**src/rtl/oriented_rect_overlap_test_unit_defines.svh**
```systemverilog
// assertion helpers shared by the rtl files
// all checks are clocked on i_clk and ignored while i_rst_n is low
`ifndef ORIENTED_RECT_OVERLAP_TEST_UNIT_DEFINES_SVH
`define ORIENTED_RECT_OVERLAP_TEST_UNIT_DEFINES_SVH

// plain property check
`define ORTEST_ASSERT(lbl, prop, msg) \
    lbl: assert property (@(posedge i_clk) disable iff (!i_rst_n) prop) else $error(msg);

// same-cycle implication check
`define ORTEST_ASSERT_IMP(lbl, ante, cons, msg) \
    `ORTEST_ASSERT(lbl, (ante) |-> (cons), msg)

// next-cycle implication check
`define ORTEST_ASSERT_NXT(lbl, ante, cons, msg) \
    `ORTEST_ASSERT(lbl, (ante) |=> (cons), msg)

`endif

```
**src/rtl/ortest_pkg.sv**
```systemverilog
`timescale 1ns / 1ps

package ortest_pkg;

    localparam int COORD_BITS = 24;
    localparam int N_EDGES    = 4;
    localparam int N_AXES     = 4;
    localparam int N_FIELDS   = 2 * N_EDGES + 2;
    localparam int N_PAIRS    = N_EDGES * (N_EDGES + 1) / 2;
    localparam int EDGE_W     = $clog2(N_EDGES);
    localparam int PAIR_W     = $clog2(N_PAIRS);

    // exact widths: product, dot product, doubled center term, sum of four
    localparam int PROD_W = 2 * COORD_BITS;
    localparam int DOT_W  = PROD_W + 1;
    localparam int DIST_W = DOT_W + 1;
    localparam int SUM_W  = DOT_W + EDGE_W;

    localparam int IN_FIELDS_W  = N_FIELDS * COORD_BITS;
    localparam int IN_DATA_W    = ((IN_FIELDS_W + 7) / 8) * 8;
    localparam int AXIS_W       = 3;
    localparam int OUT_FIELDS_W = 1 + AXIS_W;
    localparam int OUT_DATA_W   = ((OUT_FIELDS_W + 7) / 8) * 8;

    typedef logic [AXIS_W-1:0] t_axis;
    localparam t_axis AXIS_NONE = t_axis'(N_AXES);

    typedef logic signed [COORD_BITS-1:0] t_coord;

    typedef struct packed {
        t_coord y;
        t_coord x;
    } t_vec;

    // edges[0] left a, [1] left b, [2] right a, [3] right b
    typedef struct packed {
        t_vec                cdiff;
        t_vec [N_EDGES-1:0]  edges;
    } t_item;

    typedef logic signed [PROD_W-1:0] t_prod;

    typedef struct packed {
        t_prod y;
        t_prod x;
    } t_prod_pair;

    typedef struct packed {
        t_prod_pair [N_AXES-1:0]  ctr;
        t_prod_pair [N_PAIRS-1:0] edg;
    } t_prods;

    typedef logic [DOT_W-1:0]  t_mag;
    typedef logic [DIST_W-1:0] t_dist;

    typedef struct packed {
        t_dist [N_AXES-1:0]  dist2;
        t_mag  [N_PAIRS-1:0] edg;
    } t_mags;

    typedef logic [EDGE_W-1:0] t_edge_idx;
    typedef logic [PAIR_W-1:0] t_pair_idx;

    // edge dot products are symmetric, so only the upper triangle is formed
    localparam t_edge_idx PAIR_A [N_PAIRS] =
        '{2'd0, 2'd0, 2'd0, 2'd0, 2'd1, 2'd1, 2'd1, 2'd2, 2'd2, 2'd3};
    localparam t_edge_idx PAIR_B [N_PAIRS] =
        '{2'd0, 2'd1, 2'd2, 2'd3, 2'd1, 2'd2, 2'd3, 2'd2, 2'd3, 2'd3};
    localparam t_pair_idx PAIR_IDX [N_EDGES][N_EDGES] = '{
        '{4'd0, 4'd1, 4'd2, 4'd3},
        '{4'd1, 4'd4, 4'd5, 4'd6},
        '{4'd2, 4'd5, 4'd7, 4'd8},
        '{4'd3, 4'd6, 4'd8, 4'd9}
    };

endpackage

```
**src/rtl/ortest_cmp.sv**
```systemverilog
`timescale 1ns / 1ps

// per-axis extent sum against center distance, then first separating axis
module ortest_cmp (
    input  logic              i_clk,
    input  logic              i_en,
    input  ortest_pkg::t_mags i_mags,
    output logic              o_overlap,
    output ortest_pkg::t_axis o_axis
);

    logic [ortest_pkg::N_AXES-1:0]  sep;
    logic [ortest_pkg::SUM_W-1:0]   sum [ortest_pkg::N_AXES];
    ortest_pkg::t_axis              n_axis;
    ortest_pkg::t_axis              r_axis;
    logic                           r_overlap;

    always_comb begin
        for (int a = 0; a < ortest_pkg::N_AXES; a++) begin
            sum[a] = '0;
            for (int e = 0; e < ortest_pkg::N_EDGES; e++) begin
                sum[a] = sum[a]
                       + ortest_pkg::SUM_W'(i_mags.edg[ortest_pkg::PAIR_IDX[a][e]]);
            end
            // touching is not a separation
            sep[a] = sum[a] < ortest_pkg::SUM_W'(i_mags.dist2[a]);
        end
        n_axis = ortest_pkg::AXIS_NONE;
        for (int a = ortest_pkg::N_AXES - 1; a >= 0; a--) begin
            if (sep[a]) begin
                n_axis = ortest_pkg::t_axis'(a);
            end
        end
    end

    always_ff @(posedge i_clk) begin
        if (i_en) begin
            r_axis    <= n_axis;
            r_overlap <= ~|sep;
        end
    end

    assign o_axis    = r_axis;
    assign o_overlap = r_overlap;

endmodule

```
**config.mk**
```make
export PLATFORM = sky130hd
export DESIGN_NAME = ortest_cmp
export DESIGN_NICKNAME = d
export VERILOG_FILES = /design/src/rtl/oriented_rect_overlap_test_unit_defines.svh /design/src/rtl/ortest_pkg.sv /design/src/rtl/ortest_cmp.sv
export SDC_FILE = /design/constraint.sdc
export NUM_CORES = 1
export LEC_CHECK = 0
export CAP_MARGIN = 40
export CORE_AREA = 2 2 273 275
export CTS_CLUSTER_DIAMETER = 150
export CTS_CLUSTER_SIZE = 16
export DETAILED_ROUTE_END_ITERATION = 8
export DIE_AREA = 0 0 275 277
export DONT_BUFFER_PORTS = 1
export GPL_ROUTABILITY_DRIVEN = 1
export HOLD_SLACK_MARGIN = 0.02
export PLACE_DENSITY = 0.49
export RECOVER_POWER = 100
export SYNTH_ARGS = -nofsm -noshare
export SYNTH_HDL_FRONTEND = slang
export SYNTH_SLANG_ARGS = --single-unit
```
**constraint.sdc**
```tcl
create_clock -name i_clk -period 6.11 [get_ports i_clk]
set_input_delay 0 -clock i_clk [delete_from_list [all_inputs] [get_ports i_clk]]
set_output_delay 0 -clock i_clk [all_outputs]
set_load 0.02 [all_outputs]
```
==> impl_metrics.csv, run 1 <==
group,metric,value,unit
floorplanning,rows,100,
global_route,via_count_of_the_first_global_routing_pass,23600,
min_path,worstHoldStart,"i_mags[589]",
global_route,global_route_wire_length_before_repair,165000,um
final_layout,final_net_count,4753,
floorplanning,core-area,73600,um2
routing,detail-route-antenna-nets,0,
timing,hold-worst-slack,0.491,ns
pwr,p_per_area,350,nW/um2
clock_network,cts.clk_slew.worst_paths,0.03,ns
clock_network,cts.htree.levels,1,
critical_path,setup.worst_path.class,"in -> reg",
critical_path,critPathSlowestCell,"fa_1",
global_route,grt-ovfl-total,0,
timing,maxSlewViolCount,0,
global_route,grt_usage,30.9,%
clock_network,cts_inserted_buffers,3,
clock_network,clock-root-buffer,"clkbuf_16",
synth,synth-edff-count,4,
pwr,peakVddDrop,130,uV
synth,synthCells,3196,
critical_path,worst_ep_arrival_time,5.93,ns
critical_path,slowest_delay,0.52,ns
synth,post_synth_num_cell_types,78,
clock_network,cts_buffer_depth,2,
routing,drt_first_pass_iters,5,
timing,unrepaired_setup_endpoints_after_global_routing,"yes",
synth,synth_area_per_inst,8.08,um2
synth,yosysSeqAreaShare,0.465,%
placed_design,place_hpwl,114000,um
floorplanning,die_area,76200,um2
routing,vias,22600,
synth,synth_ff_type,"edfxtp_1",
synth,yosysWarnings,0,
synth,synth_area,25800,um2
synth,number_of_synthesized_register_bits,4,
floorplanning,initial_core_util,35.1,%
timing,crit_share_post_route,95.9,%
global_route,maximum_number_of_pins_on_one_net_before_global_route_repair,13,
final_layout,layout_stage_area_growth_over_the_synthesis_result,8.10,%
final_layout,total_of_fill_cells_in_the_finished_design,7891,
critical_path,path_delay_family,"compound AO/OA/AOI/OAI gates",
final_layout,finalCoreUtilization,38.0,%
critical_path,critical_path_buffer_and_inverter_count,3,
synth,synth-async-reset-ratio,0,%
routing,detail_route.wirelength,121000,um
clock_network,clkSinkCount,4,
floorplanning,die_height,277,um
timing,timing_hold_violations_final,0,
job,drv_cap,0,
critical_path,crit_start_category,"input pin",
final_layout,layout-drive-gt1-share,4.80,%
status,outcome,"complete, no violations",
placed_design,buffer_ports.inserted,0,
floorplanning,pin_count,696,
min_path,min_delay_path_depth,6,
placed_design,gpl.final_weighted_congestion,1.02,
routing,average_via_count_per_standard_cell,5.32,
global_route,grt_antenna_before_repair,43,
clock_network,tritoncts,"done",
critical_path,category_of_the_worst_setup_path_capture_point,"flop",
min_path,hold_path_end,"o_axis[0]",
min_path,hold_path.class,"in -> reg",
routing,first_iter_violations,1366,
placed_design,dpl_cell_area,27700,um2
pwr,finalPower,9.77,mW
timing,worstMarginPinSlew,0.647,ns
timing,final_period_minus_worst_setup_slack,5.86,ns
floorplanning,die-width,275,um
critical_path,critical_path_required,6.18,ns
critical_path,cp_cell_sequence,"inv_1, fa_1, fa_1, inv_1, ha_1, a22o_1, nor4_1, o22a_1, a2bb2oi_1, a21oi_1, a31oi_1, o21ai_0, xor2_1, ha_1, nand4_1, nor3_1, buf_4, o2111ai_1, a21oi_1, o21ai_0, o211a_1, nor3b_1",
routing,drc,0,
synth,mappedNetlistNets,4676,
timing,achievable-frequency,171,MHz
timing,setup-violations-final,0,
timing,worst_slew_margin_rel,56.6,%
pwr,leakage,15.3,nW
critical_path,crit_fanout,5,
final_layout,post_route_cell_area,27900,um2
routing,drt-wirelength-per-cell,28.4,um
==> placed cells by master, fill, tap and decap left out, types with 26 or more instances in the layout <==
master    Yosys  final
a211oi_1     31     27
nor2_1      110    110
nand3_1      44     44
xnor2_1     117    117
and3_1       31     31
inv_1       885    885
nand4_1      54     54
buf_4         0    111
fa_1        392    391
a21oi_1     233    232
ha_1        396    396
o21a_1       28     28
xor2_1       57     57
o21ai_0     121    121
o21bai_1     37     36
nand2_1     115    115
a21o_1      184    184
nor3_1       27     27
a31oi_1      26     26
==> Yosys cell counts (all sizes together) (4+ instances only) <==
master / number / area [um2]
a21oi: 233 / 1170
a221oi: 7 / 61.3
or3: 6 / 37.5
and4: 10 / 87.6
fa: 392 / 7850
ha: 396 / 4950
a41o: 4 / 40.0
nor3b: 5 / 42.5
nor3: 27 / 135
nor2: 110 / 413
xor2: 57 / 499
nand3: 44 / 220
nand3b: 4 / 30.0
clkbuf: 37 / 139
a211oi: 33 / 258
nor2b: 26 / 163
o211a: 5 / 50.1
a311oi: 6 / 58.8
o21ai: 127 / 636
o31ai: 7 / 52.6
and3: 32 / 205
o22ai: 5 / 31.3
nand2: 116 / 438
a221o: 4 / 40.0
o21bai: 37 / 278
o31a: 5 / 43.8
o2111ai: 10 / 93.8
a31oi: 29 / 218
inv: 885 / 3320
and2: 19 / 119
nor4: 12 / 75.1
nand4: 54 / 338
edfxtp: 4 / 120
or2: 7 / 43.8
nand2b: 17 / 106
a2111oi: 9 / 116
a211o: 10 / 87.6
a41oi: 8 / 77.6
xnor2: 117 / 1020
o21a: 28 / 210
a21boi: 8 / 60.1
o211ai: 20 / 164
a21o: 184 / 1380
==> metal layers <==
layer / GRT usage, % / up-vias / routed length, um
met1: 30.9 / 10900 / 40700
met5: 0 / - / 409
met4: 11.9 / 66 / 5790
li1: - / 10700 / -
met3: 9.10 / 205 / 10000
met2: 59.0 / 815 / 63800
==> area by class of cell <==
class	instances	area [um2]	area share, %
Timing Repair Buffer	112	843	3.02
Sequential cell	4	120	0.430
Multi-Input combinational cell	2267	22300	79.9
Inverter	885	3320	11.9
Antenna cell	14	35.0	0.125
Tap cell	969	1210	4.34
Clock buffer	3	75.1	0.269
==> power by group <==
part | internal (mW) | total [mW] | leakage (nW) | switching [mW]
combinational | 4.10 | 9.58 | 15.2 | 5.48
clock | 0.0840 | 0.107 | 0.0371 | 0.0227
sequential | 0.0546 | 0.0835 | 0.0385 | 0.0290
==> through the flow <==
stage                     setup TNS, ns  cells  setup slack (ns)
after floorplan                       0   3196             0.785
after global placement          -0.0827   4235           -0.0514
after detailed placement         -0.193   4235            -0.104
after CTS                             0   4239             0.109
after global routing             -0.234   4243           -0.0843
final                                 0   4254             0.250
==> kinds of logic (layout without fill, tap and decap cells) <==
family,Yosys count,in the layout,synth area share (%)
AO/OA/AOI/OAI,808,808,20.9
XOR/XNOR,174,174,5.90
adder cells (fa/ha/maj),788,788,49.5
buffers and inverters,925,1000,13.5
flip-flops,4,4,0.465
multiplexers,1,1,0.0436
other,0,14,0
AND/OR/NAND/NOR,496,496,9.72
==> worst max-delay path by stage <==
| stage | startpoint | end | slack, ns | cells past startpoint |
|---|---|---|---|---|
| after floorplan | i_mags[99] | o_axis[1] | 0.79 | 24 |
| after global placement | i_mags[246] | o_axis[1] | -0.05 | 25 |
| after detailed placement | i_mags[246] | o_axis[1] | -0.10 | 25 |
| after CTS | i_mags[246] | o_axis[1] | 0.11 | 25 |
| after global routing | i_mags[100] | o_axis[1] | -0.08 | 26 |
| final | i_mags[9] | o_axis[1] | 0.25 | 22 |
==> registers in the layout, indices dropped and copies added, names as in the netlist <==
signal,flops
o_overlap,1
o_axis,3
==> timing repair <==
item                                   in CTS  in global routing
setup buffers                               0                  1
resized for setup                           0                 20
hold buffers                                1                  0
setup endpoints to repair                   0                  4
endpoints found under the hold margin       4                  0
Power figures use the tool's default switching activity.
==> inputs of run 2 (changes only) <==
--- a/config.mk
+++ b/config.mk
@@ -14,7 +14,7 @@
 export DONT_BUFFER_PORTS = 1
 export GPL_ROUTABILITY_DRIVEN = 1
 export HOLD_SLACK_MARGIN = 0.02
-export PLACE_DENSITY = 0.49
+export PLACE_DENSITY = 0.51
 export RECOVER_POWER = 100
 export SYNTH_ARGS = -nofsm -noshare
 export SYNTH_HDL_FRONTEND = slang
==> constraint.sdc (replaced) <==
create_clock -name i_clk -period 4.73 [get_ports i_clk]
set_input_delay 0 -clock i_clk [delete_from_list [all_inputs] [get_ports i_clk]]
set_output_delay 0 -clock i_clk [all_outputs]
set_load 0.02 [all_outputs]
==> run 2 against run 1 <==
The run now ends with setup timing left. Combinational power is 59% higher. Count of clock-buffer cells in the layout stayed put. Die area unchanged. Via count is 11% higher. Routed wire length increased by 2.8%. Cell area grew 20%. Largest cell class unchanged.
==> impl_metrics.csv, run 2 (same netlist as run 1, synthesis figures left out) <==
group,metric,value,unit
pwr,leakage,18.4,nW
timing,setup-violations-final,4,
critical_path,critPathSlowestCell,"fa_1",
timing,setup_total_negative_slack,-3.47,ns
min_path,hold_path.class,"in -> reg",
timing,worst_slew_margin_rel,57.3,%
routing,drc,0,
min_path,worstHoldStart,"i_mags[589]",
clock_network,cts.htree.levels,1,
floorplanning,rows,100,
placed_design,dpl_cell_area,32800,um2
timing,achievable-frequency,178,MHz
routing,detail-route-antenna-nets,0,
routing,detail_route.wirelength,124000,um
global_route,via_count_of_the_first_global_routing_pass,26300,
floorplanning,core-area,73600,um2
critical_path,crit_fanout,4,
global_route,grt_usage,31.7,%
floorplanning,die_height,277,um
routing,vias,25100,
global_route,grt-ovfl-total,0,
clock_network,cts_inserted_buffers,3,
timing,final_period_minus_worst_setup_slack,5.61,ns
floorplanning,initial_core_util,35.1,%
clock_network,tritoncts,"done",
timing,maxSlewViolCount,0,
clock_network,clkSinkCount,4,
final_layout,mostFrequentLayoutCell,"inv_1",
clock_network,cts_buffer_depth,2,
final_layout,layout_stage_area_growth_over_the_synthesis_result,29.9,%
clock_network,clock-root-buffer,"clkbuf_16",
placed_design,pre_cts_ws,-1.34,ns
pwr,finalPower,15.5,mW
floorplanning,pin_count,696,
timing,unrepaired_setup_endpoints_after_global_routing,"yes",
critical_path,setup.worst_path.class,"in -> reg",
timing,worstMarginPinSlew,0.638,ns
job,drv_cap,0,
critical_path,startpoint,"i_mags[344]",
placed_design,gpl.final_weighted_congestion,1.02,
global_route,global_route_wire_length_before_repair,172000,um
routing,drt_first_pass_iters,5,
placed_design,place_hpwl,117000,um
timing,crit_share_post_route,119,%
critical_path,crit_start_category,"input pin",
floorplanning,die_area,76200,um2
global_route,maximum_number_of_pins_on_one_net_before_global_route_repair,13,
final_layout,post_route_cell_area,33600,um2
global_route,grt_antenna_before_repair,38,
pwr,peakVddDrop,224,uV
status,outcome,"finished with violations",
placed_design,buffer_ports.inserted,0,
clock_network,cts.clk_slew.worst_paths,0.03,ns
final_layout,total_of_fill_cells_in_the_finished_design,7724,
critical_path,critical_path_required,4.70,ns
routing,drt-wirelength-per-cell,25.4,um
status,failed_checks,"setup timing",
routing,average_via_count_per_standard_cell,5.13,
final_layout,final_net_count,5381,
critical_path,worst_ep_arrival_time,5.58,ns
floorplanning,die-width,275,um
critical_path,category_of_the_worst_setup_path_capture_point,"flop",
timing,timing_hold_violations_final,0,
critical_path,slowest_delay,0.55,ns
final_layout,mostFrequentLayoutCells,"inv_1 (865), buf_4 (711), fa_1 (380), ha_1 (372), a21oi_1 (225)",
pwr,p_per_area,461,nW/um2
final_layout,layout-drive-gt1-share,22.5,%
final_layout,largest_register_ffs,3,
timing,post-route-worst-setup-slack,-0.878,ns
routing,first_iter_violations,1190,
run 2: stage by stage:
| stage | utilization, % | std cells | hold slack (ns) |
|---|---|---|---|
| 2_1_floorplan | - | 3196 | 0.112 |
| 3_3_place_gp | 44.6 | 4845 | 0.113 |
| 3_5_place_dp | 44.6 | 4845 | 0.113 |
| 4_1_cts | 45.5 | 4866 | 0.564 |
| 5_1_grt | 45.6 | 4874 | 0.585 |
| 6_report | 45.6 | 4884 | 0.556 |
run 2: repair_timing:
item	CTS	global route
hold buffers	1	0
setup endpoints to repair	4	4
hold endpoints to repair	4	0
pin swaps	84	14
resized for setup	97	6
setup buffers	19	2
run 2: critical path, delay by kind of cell:
family	cells	cell delay, ns
XOR/XNOR	1	0.13
adder cells (fa/ha/maj)	5	1.66
AO/OA/AOI/OAI	12	2.76
buffers and inverters	3	0.25
AND/OR/NAND/NOR	4	0.77
run 2: routing by layer:
metal,vias up,part of all wire [%],global-route usage [%]
li1,11900,-,-
met1,12000,34,32.1
met2,882,52,59.6
met3,223,7.5,8.16
met4,48,5.8,15.3
met5,-,0.24,0
run 2: where the power goes:
part | internal [mW] | switching, mW | total [mW]
clock network | 0.108 | 0.0247 | 0.133
logic | 7.44 | 7.80 | 15.2
registers | 0.0705 | 0.0342 | 0.105
total | 7.62 | 7.86 | 15.5
run 2: layout make-up:
cell class	count	area (um2)	area share, %
multi-input cells	2267	22900	68.2
repair buffers	740	5860	17.5
inverters	885	3370	10.0
well taps	969	1210	3.61
flip-flops and latches	4	120	0.358
clock buffers	3	75.1	0.224
diodes	16	40.0	0.119
run 2: worst paths after layout:
kind        end  slack (ns)  cells after the start
max   o_overlap       -0.88                     25
min   o_axis[0]        0.56                      6
